===== config.mk =====
export PLATFORM = sky130hd
export DESIGN_NAME = rwrh_queue
export DESIGN_NICKNAME = d
export VERILOG_FILES = /design/src/hdl/rwrh_pkg.sv /design/src/hdl/rwrh_queue.sv
export SDC_FILE = /design/constraint.sdc
export NUM_CORES = 1
export LEC_CHECK = 0
export ABC_AREA = 1
export BUFFER_PORTS_ARGS = -buffer_cell sky130_fd_sc_hd__buf_2
export CAP_MARGIN = 5
export CORE_MARGIN = 4
export CORE_UTILIZATION = 30
export CTS_CLUSTER_SIZE = 24
export DETAILED_ROUTE_END_ITERATION = 12
export MAX_ROUTING_LAYER = met4
export PLACE_DENSITY_LB_ADDON = 0.2
export SLEW_MARGIN = 20
export SYNTH_ARGS = -nofsm -noshare
export SYNTH_HDL_FRONTEND = slang
export SYNTH_SLANG_ARGS = --single-unit

===== constraint.sdc =====
create_clock -name clk -period 4 [get_ports clk]
set_clock_uncertainty 0.1 [all_clocks]
set_input_delay 0.8 -clock clk [delete_from_list [all_inputs] [get_ports clk]]
set_output_delay 0.8 -clock clk [all_outputs]
set_load 0.01 [all_outputs]

===== src/hdl/rwrh_pkg.sv =====
`timescale 1ns / 1ps
// ----------------------------------------------------------------------------
// rwrh_pkg
// Shared types, sizes and helpers of the random walk radial histogram block.
// ----------------------------------------------------------------------------
package rwrh_pkg;

  localparam int MAX_STEPS    = 50;
  localparam int COUNT_WIDTH  = 20;
  localparam int BIN_COUNT    = MAX_STEPS * MAX_STEPS + 1;
  localparam int BIN_MAX      = BIN_COUNT - 1;
  localparam int BIN_AW       = $clog2(BIN_COUNT);
  localparam int SUM_WIDTH    = COUNT_WIDTH + BIN_AW;

  localparam int LEN_WIDTH    = 6;
  localparam int DIR_WIDTH    = 3;
  localparam int RADIUS_WIDTH = 10;
  localparam int DIST_WIDTH   = 12;
  localparam int FRAC_BITS    = 16;
  localparam int QUOT_WIDTH   = FRAC_BITS + 1;
  localparam int QCNT_WIDTH   = $clog2(QUOT_WIDTH);

  localparam int POS_WIDTH    = 7;
  localparam int SQ_WIDTH     = 2 * POS_WIDTH;
  localparam int DSUM_WIDTH   = SQ_WIDTH + 2;
  localparam int RSQ_WIDTH    = 2 * RADIUS_WIDTH;
  localparam int NSQ_WIDTH    = 2 * LEN_WIDTH;
  localparam int PROD_WIDTH   = RSQ_WIDTH + NSQ_WIDTH;
  localparam int LIMIT_WIDTH  = PROD_WIDTH - FRAC_BITS;

  localparam int QUEUE_DEPTH  = 4;
  localparam int QUEUE_AW     = $clog2(QUEUE_DEPTH);

  localparam logic [LEN_WIDTH-1:0]   WALK_RESET = LEN_WIDTH'(10);
  localparam logic [COUNT_WIDTH-1:0] COUNT_MAX  = {COUNT_WIDTH{1'b1}};

  // step direction codes
  localparam logic [DIR_WIDTH-1:0] DIR_NEG_X = 3'd0;
  localparam logic [DIR_WIDTH-1:0] DIR_POS_X = 3'd1;
  localparam logic [DIR_WIDTH-1:0] DIR_POS_Y = 3'd2;
  localparam logic [DIR_WIDTH-1:0] DIR_NEG_Y = 3'd3;
  localparam logic [DIR_WIDTH-1:0] DIR_POS_Z = 3'd4;
  localparam logic [DIR_WIDTH-1:0] DIR_NEG_Z = 3'd5;

  localparam int AXIS_X = 0;
  localparam int AXIS_Y = 1;
  localparam int AXIS_Z = 2;

  typedef enum logic {
    OP_STEP  = 1'b0,
    OP_QUERY = 1'b1
  } op_t;

  typedef struct packed {
    logic                    command;
    logic [DIR_WIDTH-1:0]    direction;
    logic [RADIUS_WIDTH-1:0] radius;
  } cmd_t;

  typedef struct packed {
    logic                  recorded;
    logic [DIST_WIDTH-1:0] final_distance_sq;
    logic [QUOT_WIDTH-1:0] fraction;
    logic                  empty_res;
  } res_t;

  typedef struct packed {
    logic [2:0] axis;   // one-hot, all zero for an unused direction
    logic       neg;
  } move_t;

  typedef struct packed {
    op_t                  op;
    move_t                move;
    logic [RSQ_WIDTH-1:0] rsq;
  } work_t;

  // out-of-range lengths clamp to 1..MAX_STEPS
  function automatic logic [LEN_WIDTH-1:0] eff_len(input logic [LEN_WIDTH-1:0] len);
    logic [LEN_WIDTH-1:0] n;
    n = len;
    if (n == '0) begin
      n = LEN_WIDTH'(1);
    end else if (n > LEN_WIDTH'(MAX_STEPS)) begin
      n = LEN_WIDTH'(MAX_STEPS);
    end
    return n;
  endfunction

endpackage


===== src/hdl/rwrh_queue.sv =====
`timescale 1ns / 1ps
// ----------------------------------------------------------------------------
// rwrh_queue
// Short first-in first-out queue of decoded work between front and back.
// ----------------------------------------------------------------------------
module rwrh_queue
  import rwrh_pkg::*;
(
  input  logic  clk,
  input  logic  rst,
  input  logic  push,
  input  work_t wdata,
  input  logic  pop,
  output logic  full,
  output logic  empty,
  output work_t rdata
);

  work_t               slots [QUEUE_DEPTH];
  logic [QUEUE_AW-1:0] wptr;
  logic [QUEUE_AW-1:0] rptr;
  logic [QUEUE_AW:0]   count;

  assign full  = (count == (QUEUE_AW+1)'(QUEUE_DEPTH));
  assign empty = (count == '0);
  assign rdata = slots[rptr];

  always_ff @(posedge clk) begin
    if (rst) begin
      wptr  <= '0;
      rptr  <= '0;
      count <= '0;
    end else begin
      if (push) begin
        wptr <= wptr + QUEUE_AW'(1);
      end
      if (pop) begin
        rptr <= rptr + QUEUE_AW'(1);
      end
      unique case ({push, pop})
        2'b10:   count <= count + (QUEUE_AW+1)'(1);
        2'b01:   count <= count - (QUEUE_AW+1)'(1);
        default: count <= count;
      endcase
    end
  end

  always_ff @(posedge clk) begin
    if (push) begin
      slots[wptr] <= wdata;
    end
  end

endmodule


==> reports/results.tsv <==
metric	value	unit
Ports	56	
syn nets	335	
area delta synth->final	17.2	%
Post-DP Area	0.00468	sq mm
Slew HR	0.535	
design area	0.00499	sq mm
first-pass GRT wire length	13.6	mm
RSZ-0062 raised after global routing	false	
setup tns final	0	ns
Worst EP required	3.10	ns
pwr/cell area	488	mW/mm^2
max-cap violations	0	
synthesis-stage register bit count	109	
Synth Area per Inst	14.2	sq um
Syn Std Cell Area	0.00426	sq mm
Cell Chain, Critical Path	buf_4 -> o21ai_0 -> o22ai_1 -> buf_2	
GPL Wtd Cong	0.671	
core area	0.0139	sq mm
Routed WL	8.56	mm
Die Wd	127	microns
flip-flop and latch area	0.00318	sq mm
worst skew pair latency	0.34	ns
Setup crit start kind	flip-flop	
CP max stage delay	0.47	ns
final non-filler cell total	543	
IO buf count	55	
Unique masters post-synth	21	
Initial DRC Count	258	
share of layout cells above drive strength 1	0.276	
Post-CTS Hold Fix Bufs	0	
class of the worst hold path	reg -> reg	
Final nets	392	
DRT Pass-1 Iters	4	
placed insts	526	
clock root cell	clkbuf_16	
Vias	2436	
crit path capture type	output port	
WP buf/inv	2	
Setup Viol. Count Final	0	
Fmax	373	MHz
pre-CTS setup slack	1.66	ns
most common cell after layout, fill and taps aside	edfxtp_1	
CP Class	reg -> out	
Inserted Clock Buffers	9	
Die Y	127	microns
clk slew on worst S/H paths	0.07	ns
antenna violations before repair	1	
Routed Antenna Nets	0	
synthesized instance count	300	
worst slew pin tran	0.697	ns
vias in the first global route	2452	
via-per-instance ratio	4.49	
max-slew violations	0	
CP max stage cell	buf_4	
Avg WL per Cell	15.8	microns
Global Route Usage Sum	0.115	
final standard cell utilization of the core	0.359	
DP Wirelength	4.98	mm
Hold Vio Cnt, Final	0	
pin count of the biggest net entering global routing	51	
fin crit share	0.670	
commonest cells after routing, fill and taps aside	100 x edfxtp_1, 55 x buf_2, 53 x nor2_1	
worst vdd ir	0.197	mV
grt total ovfl	0	
area occupied by multi-input gates	880	sq um
TritonCTS clock tree	yes	
Critical Path Fanout Max	50	
cell family with most CP delay	buffers and inverters	
CTS HTree Levels	3	
starting density of the core	0.307	
Post-synth EDFFs	100	
min cycle time layout	2.68	ns
main flop type after synthesis	edfxtp_1	
Filler Cells Inserted	1372	
outcome	finished, final reports clean	
crit path DAT	1.78	ns
post-CTS setup buffer count	0	
clock sinks	109	
drc violations	0	
# resized after CTS	0	
ys async rst share	0	
register area share after synthesis	0.748	
DIE AREA	0.0162	sq mm
Std-Cell Rows	43	
setup slack after layout	1.32	ns
worst-case clock buffer depth	2	
Leak	1.81	nW
number of synthesis warnings	0	
==> where the power goes <==
group,internal (W),total [W],switching (W)
clock network,0.000511,0.000879,0.000368
registers,0.00130,0.00131,0.0000157
logic,0.0000840,0.000244,0.000160
total,0.00189,0.00244,0.000543
==> cells in the mapped netlist, types with 2 or more instances <==
library cell | number | area, sq um
nand2_1 | 9 | 33.8
buf_2 | 4 | 20.0
buf_4 | 5 | 37.5
o21ai_2 | 20 | 175
nor2_1 | 53 | 199
o22ai_1 | 24 | 150
ha_1 | 5 | 62.6
nor3_1 | 2 | 10.0
o21ai_0 | 11 | 55.1
dfxtp_1 | 9 | 180
edfxtp_1 | 100 | 3000
o21ai_1 | 25 | 125
inv_1 | 16 | 60.1
a21oi_1 | 5 | 25.0
buf_6 | 6 | 67.6
==> cell families (layout without fill, tap and decap cells) <==
| logic type | count (synthesis) | after routing | share of synthesized area |
|---|---|---|---|
| AO/OA/AOI/OAI | 86 | 86 | 0.128 |
| adder cells (fa/ha/maj) | 6 | 6 | 0.0194 |
| flip-flops | 109 | 109 | 0.748 |
| other | 0 | 1 | 0 |
| AND/OR/NAND/NOR | 66 | 66 | 0.0597 |
| buffers and inverters | 33 | 95 | 0.0458 |
==> worst paths after layout <==
kind | end | start | cells after the start | slack (ns)
max | rdata[8] | flip-flop | 4 | 1.32
min | rptr[1]$_SDFFE_PP0P_ | rptr[1]$_SDFFE_PP0P_ | 1 | 0.34
max reg2reg | slots[0][12]$_DFFE_PP_ | wptr[0]$_SDFFE_PP0P_ | 5 | 2.49
min reg2reg | rptr[1]$_SDFFE_PP0P_ | rptr[1]$_SDFFE_PP0P_ | 1 | 0.34
==> per-stage QoR <==
stage | hold slack, ns | total power [W]
3_5_place_dp | 0.336 | 0.00159
6_report | 0.344 | 0.00244
4_1_cts | 0.346 | 0.00247
3_3_place_gp | 0.335 | 0.00159
5_1_grt | 0.364 | 0.00256
2_1_floorplan | 0.312 | 0.00149
==> flip-flops by register name, summed over array words and instances (netlist names), named ones only <==
register,count
slots,100
count,3
rptr,2
wptr,2
==> layout make-up <==
| class | instances | share of cell area |
|---|---|---|
| well taps | 180 | 0.0451 |
| inverters | 18 | 0.0140 |
| diodes | 1 | 0.000502 |
| clock buffers | 14 | 0.0592 |
| flip-flops and latches | 109 | 0.638 |
| repair buffers | 61 | 0.0642 |
| clock inverters | 2 | 0.00226 |
| multi-input cells | 158 | 0.176 |
==> routing by layer <==
metal	routed length, microns	global-route usage	vias to the layer above
met1	3760	0.137	1185
met5	0	-	-
met3	426	0.0414	6
met4	95	0.0284	0
li1	-	-	1206
met2	4280	0.186	39
(Power assumes the default switching activity.)
