--- src/hdl/rwrh_pkg.sv ---
`timescale 1ns / 1ps
// ----------------------------------------------------------------------------
// rwrh_pkg
// Shared types, sizes and helpers of the random walk radial histogram block.
// ----------------------------------------------------------------------------
package rwrh_pkg;

  localparam int MAX_STEPS    = 50;
  localparam int COUNT_WIDTH  = 20;
  localparam int BIN_COUNT    = MAX_STEPS * MAX_STEPS + 1;
  localparam int BIN_MAX      = BIN_COUNT - 1;
  localparam int BIN_AW       = $clog2(BIN_COUNT);
  localparam int SUM_WIDTH    = COUNT_WIDTH + BIN_AW;

  localparam int LEN_WIDTH    = 6;
  localparam int DIR_WIDTH    = 3;
  localparam int RADIUS_WIDTH = 10;
  localparam int DIST_WIDTH   = 12;
  localparam int FRAC_BITS    = 16;
  localparam int QUOT_WIDTH   = FRAC_BITS + 1;
  localparam int QCNT_WIDTH   = $clog2(QUOT_WIDTH);

  localparam int POS_WIDTH    = 7;
  localparam int SQ_WIDTH     = 2 * POS_WIDTH;
  localparam int DSUM_WIDTH   = SQ_WIDTH + 2;
  localparam int RSQ_WIDTH    = 2 * RADIUS_WIDTH;
  localparam int NSQ_WIDTH    = 2 * LEN_WIDTH;
  localparam int PROD_WIDTH   = RSQ_WIDTH + NSQ_WIDTH;
  localparam int LIMIT_WIDTH  = PROD_WIDTH - FRAC_BITS;

  localparam int QUEUE_DEPTH  = 4;
  localparam int QUEUE_AW     = $clog2(QUEUE_DEPTH);

  localparam logic [LEN_WIDTH-1:0]   WALK_RESET = LEN_WIDTH'(10);
  localparam logic [COUNT_WIDTH-1:0] COUNT_MAX  = {COUNT_WIDTH{1'b1}};

  // step direction codes
  localparam logic [DIR_WIDTH-1:0] DIR_NEG_X = 3'd0;
  localparam logic [DIR_WIDTH-1:0] DIR_POS_X = 3'd1;
  localparam logic [DIR_WIDTH-1:0] DIR_POS_Y = 3'd2;
  localparam logic [DIR_WIDTH-1:0] DIR_NEG_Y = 3'd3;
  localparam logic [DIR_WIDTH-1:0] DIR_POS_Z = 3'd4;
  localparam logic [DIR_WIDTH-1:0] DIR_NEG_Z = 3'd5;

  localparam int AXIS_X = 0;
  localparam int AXIS_Y = 1;
  localparam int AXIS_Z = 2;

  typedef enum logic {
    OP_STEP  = 1'b0,
    OP_QUERY = 1'b1
  } op_t;

  typedef struct packed {
    logic                    command;
    logic [DIR_WIDTH-1:0]    direction;
    logic [RADIUS_WIDTH-1:0] radius;
  } cmd_t;

  typedef struct packed {
    logic                  recorded;
    logic [DIST_WIDTH-1:0] final_distance_sq;
    logic [QUOT_WIDTH-1:0] fraction;
    logic                  empty_res;
  } res_t;

  typedef struct packed {
    logic [2:0] axis;   // one-hot, all zero for an unused direction
    logic       neg;
  } move_t;

  typedef struct packed {
    op_t                  op;
    move_t                move;
    logic [RSQ_WIDTH-1:0] rsq;
  } work_t;

  // out-of-range lengths clamp to 1..MAX_STEPS
  function automatic logic [LEN_WIDTH-1:0] eff_len(input logic [LEN_WIDTH-1:0] len);
    logic [LEN_WIDTH-1:0] n;
    n = len;
    if (n == '0) begin
      n = LEN_WIDTH'(1);
    end else if (n > LEN_WIDTH'(MAX_STEPS)) begin
      n = LEN_WIDTH'(MAX_STEPS);
    end
    return n;
  endfunction

endpackage

--- src/hdl/rwrh_front.sv ---
`timescale 1ns / 1ps
// ----------------------------------------------------------------------------
// rwrh_front
// Takes commands, decodes the step direction and squares the query radius,
// then hands the work item to the queue.
// ----------------------------------------------------------------------------
module rwrh_front
  import rwrh_pkg::*;
(
  input  logic  clk,
  input  logic  rst,
  input  logic  start,
  output logic  busy,
  input  cmd_t  item,
  input  logic  clearing,
  input  logic  q_full,
  output logic  q_push,
  output work_t q_data
);

  logic  fvalid;
  work_t fwork;
  work_t decoded;
  logic  accept;

  always_comb begin
    decoded      = '0;
    decoded.op   = item.command ? OP_QUERY : OP_STEP;
    decoded.rsq  = RSQ_WIDTH'(item.radius) * RSQ_WIDTH'(item.radius);
    unique case (item.direction)
      DIR_NEG_X: decoded.move = '{axis: 3'b001, neg: 1'b1};
      DIR_POS_X: decoded.move = '{axis: 3'b001, neg: 1'b0};
      DIR_POS_Y: decoded.move = '{axis: 3'b010, neg: 1'b0};
      DIR_NEG_Y: decoded.move = '{axis: 3'b010, neg: 1'b1};
      DIR_POS_Z: decoded.move = '{axis: 3'b100, neg: 1'b0};
      DIR_NEG_Z: decoded.move = '{axis: 3'b100, neg: 1'b1};
      default:   decoded.move = '0;
    endcase
  end

  assign busy   = clearing | (fvalid & q_full);
  assign accept = start & ~busy;
  assign q_push = fvalid & ~q_full;
  assign q_data = fwork;

  always_ff @(posedge clk) begin
    if (rst) begin
      fvalid <= 1'b0;
    end else if (accept) begin
      fvalid <= 1'b1;
    end else if (q_push) begin
      fvalid <= 1'b0;
    end
  end

  always_ff @(posedge clk) begin
    if (accept) begin
      fwork <= decoded;
    end
  end

endmodule

--- config.mk ---
export PLATFORM = sky130hd
export DESIGN_NAME = rwrh_front
export DESIGN_NICKNAME = d
export VERILOG_FILES = /design/src/hdl/rwrh_pkg.sv /design/src/hdl/rwrh_front.sv
export SDC_FILE = /design/constraint.sdc
export NUM_CORES = 1
export LEC_CHECK = 0
export ABC_AREA = 0
export BUFFER_PORTS_ARGS = -buffer_cell sky130_fd_sc_hd__clkbuf_2
export CORE_MARGIN = 2
export CORE_UTILIZATION = 25
export CTS_CLUSTER_SIZE = 10
export DETAILED_ROUTE_END_ITERATION = 8
export HOLD_SLACK_MARGIN = 0.15
export SLEW_MARGIN = 40
export SYNTH_ARGS = -nofsm -noshare
export SYNTH_HDL_FRONTEND = slang
export SYNTH_SLANG_ARGS = --single-unit
--- constraint.sdc ---
create_clock -name clk -period 13.1 [get_ports clk]
set_input_delay 2.62 -clock clk [delete_from_list [all_inputs] [get_ports clk]]
set_output_delay 2.62 -clock clk [all_outputs]
set_load 0.01 [all_outputs]
==> reports/results.ini <==
[sta]
fin_skew_ps = 1.27
hold_violations = 0
clock.fmax_mhz = 136
period_needed_ps = 7330
setup_tns_ps = 0
slew_headroom_pct = 59.9
tightest_slew_ps = 601
rsz0062_at_grt = false
timing_max_transition_violations_final = 0
fin_crit_sh_pct = 55.9
hold_ws_ps = 511
setup_violations = 0

[place]
gp_congestion = 0.853
place_area_um2 = 3990
io_buffer_count = 44
place_inst = 569
dpl.hpwl_mm = 5.59

[logic_synthesis]
synth_edf_count = 24
synth_fa_ha_area_share_pct = 43.4
synth_top_cell_by_area = fa_1
syn_area_per_cell_um2 = 10.1
synth_top_area_share_pct = 26.3
synth-xor-area-share_pct = 5.62
synth_cells = 354
synth_simple_gate_area_share_pct = 12.0
yosysSeqAreaShare_pct = 20.7
synth_top_flop_cell = edfxtp_1
synth_compound_area_share_pct = 9.22
synthTopCellsByArea = fa_1 26%, edfxtp_1 20%, ha_1 17%, inv_1 7.3%, and2_1 5.4%
muxShareOfSynthArea_pct = 0.594
synth_area_um2 = 3580
yosys_warnings = 0
synth.ff_latch_count = 25
async_reset_ff_share_pct = 0
synth_top_family_by_area = adder cells
synth_nets = 469
ys_types = 39

[clock_network]
htreeDepth = 1
clock_path_buffers = 2
clockRootBuffer = clkbuf_16
cts_hold_buf = 0
clk_latency_ps = 260
post_cts_resized = 0
cts.sinks = 25
cts.clk_slew.worst_paths_ps = 60
cts_setup_buffers = 0
cts_buffers = 3
cts_tree = done

[global_routing]
grt_pass1_wl_mm = 11.0
grt_max_degree = 26
grt_usage_pct = 8.96
grt_pass1_vias = 2445
antenna_found_initial = 0
grt_overflow = 0

[power]
power_frac_comb_pct = 71.6
intPower_mw = 0.402
p_sw_share_pct = 45.2
max-vdd-ir-drop_mv = 0.0882
switchingPower_mw = 0.332
leakagePower_nw = 2.06
pwr-share-clk_pct = 9.2
seqPwrFrac_pct = 19.1
power_density_nw_per_um2 = 180

[status]
status = complete, no violations

[routing]
wire_per_inst_um = 11.4
drt_iter0_drc = 109
drc = 0
wl_mm = 6.54
ant_nets = 0
drt-pass1-iter-count = 5
vias_per_cell = 4.41
route.vias.total = 2525

[floorplan]
coreArea_um2 = 13900
die_x_um = 124
io_pins = 46
rows = 43
die_area_um2 = 15300
initial_core_util_pct = 25.7
die_h_um = 124

[setup_path]
worstSetupPathType = input pin to register
start_kind = input pin
startpoint = item[0]
crit_required_ps = 13110
r2r-start = fvalid
crit_arrival_ps = 7340
worstPathMaxFanout = 14
end_kind = register

[final_layout]
final_cells = 573
nFillCells = 1462
final_util_pct = 29.2
syn2layout_area_growth_pct = 13.7
final_cell_mix = 70 x inv_1, 49 x ha_1, 47 x fa_1
final_nets = 509
num_antenna_cells = 0
drive_gt1_share_pct = 14.2
final_cell_area_um2 = 4070
mostFrequentLayoutCell = inv_1

[min_path]
hold_path.class = register to register
hp-start = fvalid

[flow_run]
drv_cap = 0

power groups by stage:
stage	clock, mW	combinational, mW	sequential [mW]
final	0.0679	0.526	0.141
after global routing	0.0734	0.602	0.143
after CTS	0.0700	0.532	0.141
after detailed placement	0	0.527	0.143
after global placement	0	0.525	0.143
after floorplan	0	0.405	0.153
cell type report:
type                    count  area (um2)  share of cell area, %
well taps                 180         225                   5.53
repair buffers             44         220                   5.41
clock buffers               3        75.1                   1.84
multi-input cells         250        2540                   62.4
inverters                  70         263                   6.45
flip-flops and latches     25         741                   18.2
clock inverters             1        5.00                  0.123
sequential cells by signal (all words and copies together), names as in the netlist:
signal and cells:
q_data 24, fvalid 1
final timing paths:
| check | endpoint | slack [ps] | cells past startpoint |
|---|---|---|---|
| max | q_data[17] | 5770 | 16 |
| min | fvalid | 510 | 2 |
| max reg2reg | q_data[15] | 11690 | 2 |
| min reg2reg | fvalid | 510 | 2 |
per-layer routing:
layer | global-route usage (%) | vias up | share of wire (%)
met2 | 15.2 | 40 | 50
met1 | 12.0 | 1263 | 45
met3 | 1.56 | 5 | 3.7
met5 | 0 | - | 0
met4 | 1.70 | 0 | 0.90
li1 | - | 1217 | -
critical path, cell delays in order:
cell and delay, ps:
clkbuf_2 210, nand2_1 150, fa_1 530, fa_1 560
inv_1 60, fa_1 500, fa_1 550, inv_1 50
fa_1 520, inv_1 40, ha_1 370, nand3_1 140
o31a_1 350, a2111oi_0 420, a211oi_1 120, xnor2_1 140
through the flow:
stage	worst slack [ps]	total power, mW
floorplan	5780	0.559
global placement	5600	0.668
detailed placement	5440	0.670
CTS	5720	0.743
global route	5430	0.818
finish	5770	0.735
logic make-up after synthesis:
kind of cell | after synthesis
AOI/OAI and AO/OA | 47
and+or+nand+nor | 81
DFF | 25
other | 1
buffers and inverters | 79
xor gates and xnor gates | 23
muxes | 2
adders and majority gates | 96
cells in the mapped netlist, types with 2 or more instances:
cell type	instances
a21o_1	8
a31oi_1	2
a21oi_1	18
xor2_1	7
o21ai_0	4
o21bai_1	3
clkbuf_1	8
nor2b_1	6
and3_1	3
nor2_1	7
xnor2_1	16
a211oi_1	2
inv_1	70
edfxtp_1	24
nor3_1	2
nand2_1	20
nand3_1	8
ha_1	49
fa_1	47
and2_1	31
Power figures use the tool's default switching activity.
